File: src/afskcd_pkg.sv
`default_nettype none

package afskcd_pkg;

   // fixed field widths
   localparam int PHASE_W = 16;
   localparam int STEP_W  = 15;
   localparam logic [STEP_W-1:0] STEP_RESET = 15'd7133;

   // four correlations per beat: mark I/Q, then space I/Q
   localparam int NCORR = 4;

   // tone and rate constants
   localparam logic [63:0] MARK_HZ  = 64'd3970;
   localparam logic [63:0] SPACE_HZ = 64'd2165;
   localparam logic [63:0] RATE_HZ  = 64'd22050;

   // Q30 constants
   localparam logic [63:0] ONE_Q30     = 64'd1073741824;
   localparam logic [63:0] HALF_PI_Q30 = 64'd1686629713;
   localparam longint      ONE_Q30_S   = 64'sd1073741824;
   localparam longint      HAM_A_Q30   = 64'sd579820585;
   localparam longint      HAM_B_Q30   = 64'sd493921239;
   localparam logic [31:0] QUARTER_TURN = 32'h4000_0000;

   // where a product of the shared multiplier goes
   typedef enum logic [2:0] {
      DEST_NONE,
      DEST_ACC,
      DEST_LO,
      DEST_MID,
      DEST_HI
   } mul_dest_type;

   typedef struct packed {
      mul_dest_type dest;
      logic         space;
   } mul_tag_type;

   // elaboration-time helpers for the coefficient tables
   function automatic logic [63:0] mul_q30(input logic [63:0] a, input logic [63:0] b);
      logic [127:0] p;
      p = {64'd0, a} * {64'd0, b};
      return p[93:30];
   endfunction

   function automatic logic [63:0] poly_cut(input logic [63:0] p);
      return (p > ONE_Q30) ? 64'd0 : (ONE_Q30 - p);
   endfunction

   function automatic logic [63:0] cos_poly(input logic [63:0] x);
      logic [63:0] x2;
      logic [63:0] t;
      x2 = mul_q30(x, x);
      t  = ONE_Q30;
      t  = poly_cut(mul_q30(t, x2) / 64'd132);
      t  = poly_cut(mul_q30(t, x2) / 64'd90);
      t  = poly_cut(mul_q30(t, x2) / 64'd56);
      t  = poly_cut(mul_q30(t, x2) / 64'd30);
      t  = poly_cut(mul_q30(t, x2) / 64'd12);
      t  = poly_cut(mul_q30(t, x2) / 64'd2);
      return t;
   endfunction

   function automatic logic [63:0] sin_poly(input logic [63:0] x);
      logic [63:0] x2;
      logic [63:0] t;
      x2 = mul_q30(x, x);
      t  = ONE_Q30;
      t  = poly_cut(mul_q30(t, x2) / 64'd110);
      t  = poly_cut(mul_q30(t, x2) / 64'd72);
      t  = poly_cut(mul_q30(t, x2) / 64'd42);
      t  = poly_cut(mul_q30(t, x2) / 64'd20);
      t  = poly_cut(mul_q30(t, x2) / 64'd6);
      return mul_q30(x, t);
   endfunction

   // cosine of a 32-bit turn fraction, Q30
   function automatic longint cos_turn(input logic [31:0] t);
      logic [1:0]  q;
      logic [63:0] x;
      longint      c;
      longint      s;
      q = t[31:30];
      x = ({34'd0, t[29:0]} * HALF_PI_Q30) >> 30;
      c = $signed(cos_poly(x));
      s = $signed(sin_poly(x));
      case (q)
         2'd0:    return c;
         2'd1:    return -s;
         2'd2:    return -c;
         default: return s;
      endcase
   endfunction

   // num / RATE_HZ of a turn, rounded, as a 32-bit fraction
   function automatic logic [31:0] frac_turn_rate(input logic [63:0] num);
      logic [63:0] r;
      r = ((num << 32) + RATE_HZ / 2) / RATE_HZ;
      return r[31:0];
   endfunction

   // tone * window, rounded half up in magnitude, saturated, sign of tone
   function automatic longint make_coef(input longint tone, input longint w, input int cw);
      logic        neg;
      logic [63:0] mag;
      logic [63:0] lim;
      logic [63:0] p;
      logic [63:0] r;
      neg = (tone < 0);
      mag = neg ? $unsigned(-tone) : $unsigned(tone);
      lim = (64'd1 << (cw - 1)) - 64'd1;
      p   = mag * $unsigned(w);
      r   = (p + (64'd1 << (60 - cw))) >> (61 - cw);
      if (r > lim) begin
         r = lim;
      end
      return neg ? -$signed(r) : $signed(r);
   endfunction

endpackage

`default_nettype wire

File: src/afsk_correlator_demodulator_unit.sv
`default_nettype none

// Channel | Dir | Handshake            | Payload
// --------+-----+----------------------+----------------------------------
// req     | in  | req_valid/req_stall  | req_sample (SAMPLE_WIDTH, signed)
// rsp     | out | rsp_valid/rsp_stall  | rsp_rx_bit, rsp_tone_is_mark
// csr     | in  | csr_wr_en            | csr_wr_data (phase step, 15 bits)
//
// Between one acceptance and the next, the single shared multiplier does TAPS
// MACs plus three partial squares for each of the four correlations, one
// product per cycle.
// Reset is synchronous, active high; it clears the window, tone and phase
// history and restores the phase step to 7133.
// req_stall is high while a beat is in progress. The result sits in an
// output register; a beat can be taken while it waits, and the phase update
// holds off until that register is free.

module afsk_correlator_demodulator_unit #(
   parameter int TAPS         = 18,
   parameter int SAMPLE_WIDTH = 16,
   parameter int COEF_WIDTH   = 16
) (
   input  wire                                   clock,
   input  wire                                   reset,
   // sample in
   input  wire                                   req_valid,
   output logic                                  req_stall,
   input  wire logic signed [SAMPLE_WIDTH-1:0]   req_sample,
   // bit out
   output logic                                  rsp_valid,
   input  wire                                   rsp_stall,
   output logic                                  rsp_rx_bit,
   output logic                                  rsp_tone_is_mark,
   // phase step register
   input  wire                                   csr_wr_en,
   input  wire logic [afskcd_pkg::STEP_W-1:0]    csr_wr_data
);
   import afskcd_pkg::*;

   // widths
   localparam int TAP_IW = $clog2(TAPS);
   localparam int ACC_W  = SAMPLE_WIDTH + COEF_WIDTH + $clog2(TAPS);
   localparam int HALF_W = (ACC_W + 1) / 2;
   localparam int MAX_SC = (SAMPLE_WIDTH > COEF_WIDTH) ? SAMPLE_WIDTH : COEF_WIDTH;
   localparam int MUL_W  = (MAX_SC > HALF_W + 1) ? MAX_SC : HALF_W + 1;
   localparam int EN_W   = 2 * ACC_W + 1;

   localparam logic [TAP_IW-1:0] TAP_LAST = TAP_IW'(TAPS - 1);
   localparam logic [1:0]        SEL_LAST = 2'(NCORR - 1);

   // partial products of a square: lo*lo, lo*hi (doubled), hi*hi
   localparam logic [1:0] PART_LO  = 2'd0;
   localparam logic [1:0] PART_MID = 2'd1;
   localparam logic [1:0] PART_HI  = 2'd2;

   localparam logic [PHASE_W:0] PHASE_HALF = 17'h0_8000;

   // ---------------------------------------------------------------------
   // coefficient tables, built at elaboration
   // sel: 0 mark cos, 1 mark sin, 2 space cos, 3 space sin
   // ---------------------------------------------------------------------
   function automatic logic signed [COEF_WIDTH-1:0] coef_value(input int sel, input int idx);
      logic [63:0] wt;
      longint      w;
      logic [63:0] freq;
      logic [31:0] turn;
      longint      tone;
      wt = ({32'd0, 32'(idx)} << 32) / 64'(TAPS - 1);
      w  = HAM_A_Q30 - (HAM_B_Q30 * cos_turn(wt[31:0])) / ONE_Q30_S;
      if (w < 0) begin
         w = 0;
      end
      if (w > ONE_Q30_S) begin
         w = ONE_Q30_S;
      end
      freq = (sel < 2) ? MARK_HZ : SPACE_HZ;
      turn = frac_turn_rate((64'(idx) * freq) % RATE_HZ);
      if ((sel % 2) == 1) begin
         turn = turn - QUARTER_TURN;
      end
      tone = cos_turn(turn);
      return COEF_WIDTH'(make_coef(tone, w, COEF_WIDTH));
   endfunction

   logic signed [COEF_WIDTH-1:0] coef_tab [NCORR][TAPS];

   for (genvar g = 0; g < TAPS; g++) begin : g_coef
      localparam logic signed [COEF_WIDTH-1:0] C_MI = coef_value(0, g);
      localparam logic signed [COEF_WIDTH-1:0] C_MQ = coef_value(1, g);
      localparam logic signed [COEF_WIDTH-1:0] C_SI = coef_value(2, g);
      localparam logic signed [COEF_WIDTH-1:0] C_SQ = coef_value(3, g);
      assign coef_tab[0][g] = C_MI;
      assign coef_tab[1][g] = C_MQ;
      assign coef_tab[2][g] = C_SI;
      assign coef_tab[3][g] = C_SQ;
   end

   // ---------------------------------------------------------------------
   // sequencer
   // ---------------------------------------------------------------------
   typedef enum logic [2:0] {
      ST_IDLE,    // waiting for a sample
      ST_MAC,     // one tap per cycle, window rotates under tap 0
      ST_ACCW,    // last product lands in the accumulator
      ST_ABS,     // magnitude of the correlation
      ST_SQ,      // three partial squares into the energy
      ST_DRAIN,   // last partial square lands
      ST_CMP,     // mark versus space energy
      ST_PLL      // bit clock update and result
   } state_type;

   state_type                     state_ff, state_in;
   logic signed [SAMPLE_WIDTH-1:0] win_ff [TAPS];
   logic signed [SAMPLE_WIDTH-1:0] win_in [TAPS];
   logic [TAP_IW-1:0]             tap_ff, tap_in;
   logic [1:0]                    sel_ff, sel_in;
   logic [1:0]                    part_ff, part_in;
   logic signed [ACC_W-1:0]       acc_ff, acc_in;
   logic [ACC_W-1:0]              mag_ff, mag_in;
   logic [EN_W-1:0]               mark_e_ff, mark_e_in;
   logic [EN_W-1:0]               space_e_ff, space_e_in;
   logic [1:0]                    tone_hist_ff, tone_hist_in;
   logic [1:0]                    samp_hist_ff, samp_hist_in;
   logic [PHASE_W-1:0]            phase_ff, phase_in;
   logic [STEP_W-1:0]             step_ff, step_in;
   logic                          rsp_valid_ff, rsp_valid_in;
   logic                          rsp_rx_bit_ff, rsp_rx_bit_in;
   logic                          rsp_mark_ff, rsp_mark_in;

   // shared multiplier hookup
   logic signed [MUL_W-1:0]       op_a, op_b;
   mul_tag_type                   tag_in;
   logic signed [2*MUL_W-1:0]     mul_prod;
   mul_tag_type                   mul_tag;

   // misc combinational
   logic                          accept;
   logic                          out_free;
   logic [MUL_W-1:0]              mag_lo, mag_hi;
   logic [EN_W-1:0]               sq_term, sq_add;
   logic                          tone_change;
   logic [PHASE_W:0]              phase_thr, phase_adj, phase_sum;
   logic                          wrap;

   assign accept   = req_valid && !req_stall;
   assign out_free = !rsp_valid_ff || !rsp_stall;
   assign mag_lo   = MUL_W'(mag_ff[HALF_W-1:0]);
   assign mag_hi   = MUL_W'(mag_ff[ACC_W-1:HALF_W]);

   // partial square, placed at its weight
   always_comb begin
      sq_term = EN_W'(mul_prod[2*HALF_W-1:0]);
      case (mul_tag.dest)
         DEST_LO:  sq_add = sq_term;
         DEST_MID: sq_add = sq_term << (HALF_W + 1);
         DEST_HI:  sq_add = sq_term << (2 * HALF_W);
         default:  sq_add = '0;
      endcase
   end

   // bit clock: nudge toward the centre on a tone change, then step
   always_comb begin
      tone_change = tone_hist_ff[1] ^ tone_hist_ff[0];
      phase_thr   = PHASE_HALF - (PHASE_W + 1)'(step_ff[STEP_W-1:1]);
      phase_adj   = {1'b0, phase_ff};
      if (tone_change) begin
         if ({1'b0, phase_ff} < phase_thr) begin
            phase_adj = {1'b0, phase_ff} + (PHASE_W + 1)'(step_ff[STEP_W-1:3]);
         end else begin
            phase_adj = {1'b0, phase_ff} - (PHASE_W + 1)'(step_ff[STEP_W-1:3]);
         end
      end
      phase_sum = phase_adj + (PHASE_W + 1)'(step_ff);
      wrap      = phase_sum[PHASE_W];
   end

   always_comb begin
      state_in      = state_ff;
      win_in        = win_ff;
      tap_in        = tap_ff;
      sel_in        = sel_ff;
      part_in       = part_ff;
      acc_in        = acc_ff;
      mag_in        = mag_ff;
      mark_e_in     = mark_e_ff;
      space_e_in    = space_e_ff;
      tone_hist_in  = tone_hist_ff;
      samp_hist_in  = samp_hist_ff;
      phase_in      = phase_ff;
      step_in       = step_ff;
      rsp_valid_in  = rsp_valid_ff && rsp_stall;
      rsp_rx_bit_in = rsp_rx_bit_ff;
      rsp_mark_in   = rsp_mark_ff;
      op_a          = MUL_W'(win_ff[0]);
      op_b          = MUL_W'(coef_tab[sel_ff][tap_ff]);
      tag_in.dest   = DEST_NONE;
      tag_in.space  = sel_ff[1];

      if (csr_wr_en) begin
         step_in = csr_wr_data;
      end

      // products land wherever their tag says
      if (mul_tag.dest == DEST_ACC) begin
         acc_in = acc_ff + $signed(mul_prod[ACC_W-1:0]);
      end else if (mul_tag.dest != DEST_NONE) begin
         if (mul_tag.space) begin
            space_e_in = space_e_ff + sq_add;
         end else begin
            mark_e_in = mark_e_ff + sq_add;
         end
      end

      case (state_ff)
         ST_IDLE: begin
            if (accept) begin
               for (int i = 0; i < TAPS - 1; i++) begin
                  win_in[i] = win_ff[i+1];
               end
               win_in[TAPS-1] = req_sample;
               tap_in     = '0;
               sel_in     = '0;
               acc_in     = '0;
               mark_e_in  = '0;
               space_e_in = '0;
               state_in   = ST_MAC;
            end
         end
         ST_MAC: begin
            tag_in.dest = DEST_ACC;
            // rotate; after TAPS steps the window is back in place
            for (int i = 0; i < TAPS - 1; i++) begin
               win_in[i] = win_ff[i+1];
            end
            win_in[TAPS-1] = win_ff[0];
            tap_in = tap_ff + 1'b1;
            if (tap_ff == TAP_LAST) begin
               tap_in   = '0;
               state_in = ST_ACCW;
            end
         end
         ST_ACCW: begin
            state_in = ST_ABS;
         end
         ST_ABS: begin
            mag_in   = acc_ff[ACC_W-1] ? $unsigned(-acc_ff) : $unsigned(acc_ff);
            part_in  = PART_LO;
            state_in = ST_SQ;
         end
         ST_SQ: begin
            case (part_ff)
               PART_LO: begin
                  op_a        = $signed(mag_lo);
                  op_b        = $signed(mag_lo);
                  tag_in.dest = DEST_LO;
               end
               PART_MID: begin
                  op_a        = $signed(mag_lo);
                  op_b        = $signed(mag_hi);
                  tag_in.dest = DEST_MID;
               end
               default: begin
                  op_a        = $signed(mag_hi);
                  op_b        = $signed(mag_hi);
                  tag_in.dest = DEST_HI;
               end
            endcase
            part_in = part_ff + 1'b1;
            if (part_ff == PART_HI) begin
               if (sel_ff == SEL_LAST) begin
                  state_in = ST_DRAIN;
               end else begin
                  sel_in   = sel_ff + 1'b1;
                  acc_in   = '0;
                  state_in = ST_MAC;
               end
            end
         end
         ST_DRAIN: begin
            state_in = ST_CMP;
         end
         ST_CMP: begin
            tone_hist_in = {tone_hist_ff[0], (mark_e_ff > space_e_ff)};
            state_in     = ST_PLL;
         end
         ST_PLL: begin
            // wait for the output register before touching the phase
            if (out_free) begin
               phase_in = phase_sum[PHASE_W-1:0];
               if (wrap) begin
                  samp_hist_in  = {samp_hist_ff[0], tone_hist_ff[0]};
                  rsp_valid_in  = 1'b1;
                  rsp_mark_in   = tone_hist_ff[0];
                  rsp_rx_bit_in = ~(samp_hist_ff[0] ^ tone_hist_ff[0]);
               end
               state_in = ST_IDLE;
            end
         end
         default: begin
            state_in = ST_IDLE;
         end
      endcase
   end

   always_ff @(posedge clock) begin
      if (reset) begin
         state_ff     <= ST_IDLE;
         win_ff       <= '{default: '0};
         tap_ff       <= '0;
         sel_ff       <= '0;
         part_ff      <= PART_LO;
         tone_hist_ff <= '0;
         samp_hist_ff <= '0;
         phase_ff     <= '0;
         step_ff      <= STEP_RESET;
         rsp_valid_ff <= 1'b0;
      end else begin
         state_ff     <= state_in;
         win_ff       <= win_in;
         tap_ff       <= tap_in;
         sel_ff       <= sel_in;
         part_ff      <= part_in;
         tone_hist_ff <= tone_hist_in;
         samp_hist_ff <= samp_hist_in;
         phase_ff     <= phase_in;
         step_ff      <= step_in;
         rsp_valid_ff <= rsp_valid_in;
      end
   end

   // datapath, no reset needed
   always_ff @(posedge clock) begin
      acc_ff        <= acc_in;
      mag_ff        <= mag_in;
      mark_e_ff     <= mark_e_in;
      space_e_ff    <= space_e_in;
      rsp_rx_bit_ff <= rsp_rx_bit_in;
      rsp_mark_ff   <= rsp_mark_in;
   end

   afskcd_mul #(
      .MUL_W (MUL_W)
   ) u_mul (
      .clock    (clock),
      .reset    (reset),
      .op_a     (op_a),
      .op_b     (op_b),
      .tag_in   (tag_in),
      .mul_prod (mul_prod),
      .mul_tag  (mul_tag)
   );

   assign req_stall        = (state_ff != ST_IDLE);
   assign rsp_valid        = rsp_valid_ff;
   assign rsp_rx_bit       = rsp_rx_bit_ff;
   assign rsp_tone_is_mark = rsp_mark_ff;

   // ---------------------------------------------------------------------
   // checks
   // ---------------------------------------------------------------------
   a_sample_lands: assert property (@(posedge clock) disable iff (reset)
      accept |=> (win_ff[TAPS-1] == $past(req_sample)))
      else $error("accepted sample not at window head");

   a_mac_to_acc: assert property (@(posedge clock) disable iff (reset)
      (state_ff == ST_MAC) |=> (mul_tag.dest == DEST_ACC))
      else $error("MAC product not routed to accumulator");

   a_result_from_pll: assert property (@(posedge clock) disable iff (reset)
      $rose(rsp_valid_ff) |-> $past(state_ff == ST_PLL))
      else $error("result raised outside bit clock update");

   a_nrzi: assert property (@(posedge clock) disable iff (reset)
      (state_ff == ST_PLL && out_free && wrap) |=>
         (rsp_valid_ff && rsp_tone_is_mark == samp_hist_ff[0]
          && rsp_rx_bit == (samp_hist_ff[0] == samp_hist_ff[1])))
      else $error("NRZI result does not match sampled tone history");

endmodule

`default_nettype wire

File: src/afskcd_mul.sv
`default_nettype none

// shared signed multiplier, one registered stage; the tag travels alongside
module afskcd_mul #(
   parameter int MUL_W = 20
) (
   input  wire                       clock,
   input  wire                       reset,
   input  wire logic signed [MUL_W-1:0]   op_a,
   input  wire logic signed [MUL_W-1:0]   op_b,
   input  wire afskcd_pkg::mul_tag_type   tag_in,
   output logic signed [2*MUL_W-1:0]      mul_prod,
   output afskcd_pkg::mul_tag_type        mul_tag
);
   import afskcd_pkg::*;

   logic signed [2*MUL_W-1:0] prod_ff;
   logic signed [2*MUL_W-1:0] prod_in;
   mul_tag_type               tag_ff;

   assign prod_in = (2*MUL_W)'(op_a) * (2*MUL_W)'(op_b);

   always_ff @(posedge clock) begin
      prod_ff <= prod_in;
   end

   always_ff @(posedge clock) begin
      if (reset) begin
         tag_ff.dest  <= DEST_NONE;
         tag_ff.space <= 1'b0;
      end else begin
         tag_ff <= tag_in;
      end
   end

   assign mul_prod = prod_ff;
   assign mul_tag  = tag_ff;

endmodule

`default_nettype wire
File: config.mk
export PLATFORM = sky130hd
export DESIGN_NAME = afsk_correlator_demodulator_unit
export DESIGN_NICKNAME = d
export VERILOG_FILES = /design/src/afskcd_pkg.sv /design/src/afsk_correlator_demodulator_unit.sv /design/src/afskcd_mul.sv
export SDC_FILE = /design/constraint.sdc
export NUM_CORES = 2
export LEC_CHECK = 0
export BUFFER_PORTS_ARGS = -buffer_cell sky130_fd_sc_hd__buf_2
export CAP_MARGIN = 20
export CORE_ASPECT_RATIO = 0.75
export CORE_MARGIN = 2
export CORE_UTILIZATION = 35
export CTS_CLUSTER_DIAMETER = 40
export CTS_CLUSTER_SIZE = 14
export DETAILED_ROUTE_END_ITERATION = 10
export PLACE_DENSITY = 0.47
export SYNTH_ARGS = -nofsm -noshare
export SYNTH_HDL_FRONTEND = slang
export SYNTH_HIERARCHICAL = 1
export SYNTH_SLANG_ARGS = --single-unit
File: constraint.sdc
create_clock -name clock -period 15.43 [get_ports clock]
set_clock_uncertainty 0.2 [all_clocks]
set_input_delay 1.543 -clock clock [delete_from_list [all_inputs] [get_ports clock]]
set_output_delay 1.543 -clock clock [all_outputs]
set_load 0.01 [all_outputs]
# After elaboration in Yosys (flattened, before gate mapping)
# Cells that the tools add are included.
# word_totals
regBits,603
inputBits,36
output_inout_bits,4
word_cells,147
# op_classes
n_addsub,11
mul,1
magnitude_cmp,4
n_eq_ne,20
mux,50
bitwise_logic,5
reduce_logical,19
# op_table
cell,count
288-bit 2-to-1 mux,3
75-bit 2-to-1 mux,10
288-bit binary-select mux with 2-bit select,1
288-bit one-hot mux with 2 select lines,1
75-bit one-hot mux with 3 select lines,1
75-bit adder,2
37-bit 2-to-1 mux,4
16-bit binary-select mux with 5-bit select,1
75-bit greater-than comparator,1
37-bit one-hot mux with 2 select lines,1
20-bit 2-to-1 mux,2
20-bit by 20-bit multiplier with 38-bit output,1
19-bit 2-to-1 mux,2
37-bit adder,1
37-bit negator,1
36-bit 2-to-1 mux,1
17-bit 2-to-1 mux,2
16-bit 2-to-1 mux,2
3-bit one-hot mux with 8 select lines,1
16-bit by 12-bit adder with 17-bit output,1
17-bit by 15-bit adder with 17-bit output,1
16-bit by 17-bit < comparator with 1-bit output,1
16-bit by 12-bit subtractor with 17-bit output,1
16-bit by 14-bit subtractor with 17-bit output (first input constant),1
other kinds (33),67

# Depth between registers and ports, before layout
# logic_depth
word_depth,9
mapped_depth,40

# Modules after synthesis
# The synthesis kept the hierarchy.
# modules_own_cells
module,instances,cells_each,area_each_um2,seq_area_each_um2
afsk_correlator_demodulator_unit,1,5030,37878.8,11621.1
afskcd_mul,1,1730,16146.7,880.8

# Least setup slack after synthesis
# OpenSTA, ideal clock, no wires.
# synth_path
kind,flip-flop to flip-flop
start,reg sel_ff[1]
end,reg u_mul/mul_prod[39] (netlist name)
setup_ps,72
t_arrival_ps,8839
path_slack_ps,6318
path_stages_with_launch,35
synth_period_minus_slack_ps,9112
path_cell_list,dfxtp_1 clkbuf_1 inv_1 clkbuf_1 ha_1 clkbuf_1 inv_1 nor2_1 nor3_1 a311oi_1 a311oi_1 nor3_1 a311oi_1 a21oi_1 clkbuf_1 nand2_1 fa_1 inv_1 fa_1 inv_1 fa_1 fa_1 inv_1 fa_1 fa_1 fa_1 ha_1 a21o_1 a211o_1 a311o_1 a31oi_2 a31oi_2 a211o_1 a21oi_2 xnor2_1
# synth_rtl
element,line_no,source
from (decl),afsk_correlator_demodulator_unit.sv:116,"logic [1:0] sel_ff, sel_in;"
from (signal assigned),afsk_correlator_demodulator_unit.sv:321,sel_ff <= sel_in;

# Final worst setup path
# layout_path
start,reg sel_ff[0]
end,"reg u_mul.prod_ff[37], in the netlist u_mul/mul_prod[37]"
# layout_via
elab_chain_len,9
# layout_lines
element,line_no,source
2-bit inverter with 3-bit output (not written as such),afsk_correlator_demodulator_unit.sv:195,op_b = MUL_W'(coef_tab[sel_ff][tap_ff]);
288-bit binary-select mux with 2-bit select,afsk_correlator_demodulator_unit.sv:195,
288-bit 2-to-1 mux (not written as such) (2 in a row),afsk_correlator_demodulator_unit.sv:195,
16-bit binary-select mux with 5-bit select,afsk_correlator_demodulator_unit.sv:195,
16-bit 2-to-1 mux (not written as such) (2 in a row),afsk_correlator_demodulator_unit.sv:195,
20-bit 2-to-1 mux,afsk_correlator_demodulator_unit.sv:214,case (state_ff)
via op_b[2],afsk_correlator_demodulator_unit.sv:131,"logic signed [MUL_W-1:0] op_a, op_b;"
20-bit by 20-bit multiplier with 38-bit output,afskcd_mul.sv:21,assign prod_in = (2*MUL_W)'(op_a) * (2*MUL_W)'(op_b);
via u_mul.prod_in[37],afskcd_mul.sv:18,logic signed [2*MUL_W-1:0] prod_in;
to (signal assigned),afskcd_mul.sv:24,prod_ff <= prod_in;
to (decl),afskcd_mul.sv:17,logic signed [2*MUL_W-1:0] prod_ff;
# The timed path passes the listed nets, and every way through them passes these cells. The select of a mux whose other input is x is not followed.
# A chain may end at the register's enable or synchronous reset.

==> results.sh <==
export IMPL_outcome="finished clean"
export IMPL_worst_pin_slew_ps=1059
export IMPL_wl_per_cell_um=20.20
export IMPL_root_buffer="clkbuf_16"
export IMPL_grt_pass1_wl_um=271500
export IMPL_hold_viol_final=0
export IMPL_slowest_delay_ps=690
export IMPL_place_congestion=0.8964
export IMPL_place_ws_ps=5260
export IMPL_setup_viol=0
export IMPL_crit_buf_inv=7
export IMPL_critPathRequiredTime_ps=15800
export IMPL_clk_insertion_delay_late_ps=700
export IMPL_finalPower_uw=4874
export IMPL_r2r_start="sel_ff[0]"
export IMPL_hp_class="flip-flop to flip-flop"
export IMPL_rr_worst_depth=31
export IMPL_drt_first_pass_iters=5
export IMPL_antenna_found_initial=4
export IMPL_critPathLaunchType="flip-flop"
export IMPL_rows=124
export IMPL_num_vias=45740
export IMPL_viasPerCell=5.303
export IMPL_cpMostUsedCell="fa_1"
export IMPL_ioPinCount=40
export IMPL_syn_avg_cell_area_sq_um=7.985
export IMPL_reg2reg_slack_ps=5180
export IMPL_drtIter0Drc=3728
export IMPL_fin_crit_ps=10250
export IMPL_cts_tree="yes"
export IMPL_setup_slack_ps=5185
export IMPL_start_util=0.3519
export IMPL_rsz0062_at_grt="false"
export IMPL_drive_gt1_frac=0.05432
export IMPL_grt_max_degree=101
export IMPL_core_area_sq_um=152200
export IMPL_diodes=0
export IMPL_peakVddDrop_v=0.0001020
export IMPL_cts_hold_buf=0
export IMPL_critical_path_arrival_ps=10610
export IMPL_holdPathEnd="win_ff[95]"
export IMPL_cap_violations=0
export IMPL_holdPathStages=2
export IMPL_dpl_cell_count=8451
export IMPL_utilization=0.3858
export IMPL_yosys_warnings=6
export IMPL_synth_cells=6708
export IMPL_finalMaxSlewViolations=0
export IMPL_crit_fanout=20
export IMPL_r2r_end="u_mul/mul_prod[37]"
export IMPL_cts_setup_buffers=0
export IMPL_fin_nets=7412
export IMPL_clockBufferDepth=3
export IMPL_grt_pass1_vias=44090
export IMPL_path_clk_slew_ps=60
export IMPL_overflow=0
export IMPL_path_class="flip-flop to flip-flop"
export IMPL_track_usage=0.2206
export IMPL_fmax_mhz=97.61
export IMPL_fin_tns_setup_ps=0
export IMPL_die_w_um=455.7
export IMPL_end_kind="flip-flop"
export IMPL_maxSlewHeadroom=0.2757
export IMPL_hp_start="win_ff[79]"
export IMPL_drtAntennaViolNets=0
export IMPL_finalCritPeriodShare=0.6640
export IMPL_syn_nets=7588
export IMPL_dieArea_sq_um=156200
export IMPL_hpwl_um=129100
export IMPL_cts_htree_levels=3
export IMPL_power_leakage_uw=0.02581
export IMPL_post_route_drc_count=0
export IMPL_fillers=15750
export IMPL_cts_sinks=603
export IMPL_cp_slowest_cell="fa_1"
export IMPL_finalWirelength_um=174200
export IMPL_layout_cells_non_filler=8625
export IMPL_io_buffer_count=39
export IMPL_cts_resized=0
export IMPL_numCtsBuffers=94
export IMPL_p_per_area_nw_per_um2=83.00
export IMPL_syn_area_sq_um=53570
export IMPL_dieHeight_um=342.8
export IMPL_cp_depth=31
export IMPL_area_growth_pct=9.628
export IMPL_cpLargestDelayFamily="adder cells"
## power by group
group | switching (uW) | internal (uW) | leakage [uW]
Combinational | 668 | 275 | 0.0193
Sequential | 112 | 1630 | 0.00492
Clock | 851 | 1330 | 0.00158
Total | 1630 | 3240 | 0.0258
## cell type report
type	instances	area, sq um	area share
clock inverter	56	631.9	0.01076
multi-input combinational	5118	37430	0.6374
tap	2016	2522	0.04295
clock buffer	117	2603	0.04432
inverter	592	2222	0.03784
timing repair buffer	123	848.3	0.01445
sequential	603	12460	0.2123
## cells in the final DEF, fill, tap and decap left out, drive strengths merged, types with 15 or more instances in the layout
| cell | count |
|---|---|
| nand2 | 1273 |
| a21oi | 763 |
| inv | 610 |
| dfxtp | 564 |
| ha | 426 |
| fa | 418 |
| nor2 | 280 |
| and2 | 275 |
| o21ai | 247 |
| a21o | 171 |
| xnor2 | 165 |
| buf | 123 |
| clkbuf | 117 |
| xor2 | 93 |
| nand3 | 84 |
| mux2i | 80 |
| a211oi | 78 |
| nor3 | 75 |
| nand4 | 68 |
| o21bai | 51 |
| a31oi | 44 |
| nor2b | 41 |
| edfxtp | 39 |
| a22o | 38 |
| o21a | 38 |
| nand2b | 36 |
| o31ai | 34 |
| o211ai | 32 |
| or3 | 29 |
| and3 | 28 |
| clkinv | 25 |
| a211o | 19 |
| nor4 | 18 |
| a2111oi | 18 |
| a311oi | 16 |
| or2 | 15 |
## tightest hold or removal path, cell delays in order (launching register included)
cell     delay (ps)
dfxtp_1         300
nand2_1          50
a21oi_1          50
## metrics by stage
step	area, sq um	hold WS, ps
finish	58720	243.5
global route	58720	256.0
CTS	58700	242.8
detailed placement	55470	243.1
global placement	55460	235.9
floorplan	53570	206.4
## worst max path at each step
stage	slack (ps)	start	to
4_1_cts	5240	sel_ff[0]	u_mul/mul_prod[37]
2_1_floorplan	6400	sel_ff[1]	u_mul/mul_prod[35]
5_1_grt	4660	sel_ff[0]	u_mul/mul_prod[37]
3_3_place_gp	5070	tap_ff[1]	u_mul/mul_prod[36]
6_report	5180	sel_ff[0]	u_mul/mul_prod[37]
3_5_place_dp	5260	sel_ff[0]	u_mul/mul_prod[37]
## sequential cells by signal (all words and copies together) (netlist names), 15 cells and up
| register | cells |
|---|---|
| win_ff | 288 |
| mark_e_ff | 75 |
| space_e_ff | 75 |
| u_mul/mul_prod | 38 |
| acc_ff | 37 |
| mag_ff | 37 |
| phase_ff | 16 |
| step_ff | 15 |
## metal layers
metal,up-vias,GRT usage,routed length (um)
met5,-,0,0
met4,0,0.04146,2687
met3,170,0.03242,9073
met2,1057,0.3191,71210
met1,22240,0.3442,91260
li1,22270,-,-
Power figures use the tool's default switching activity.
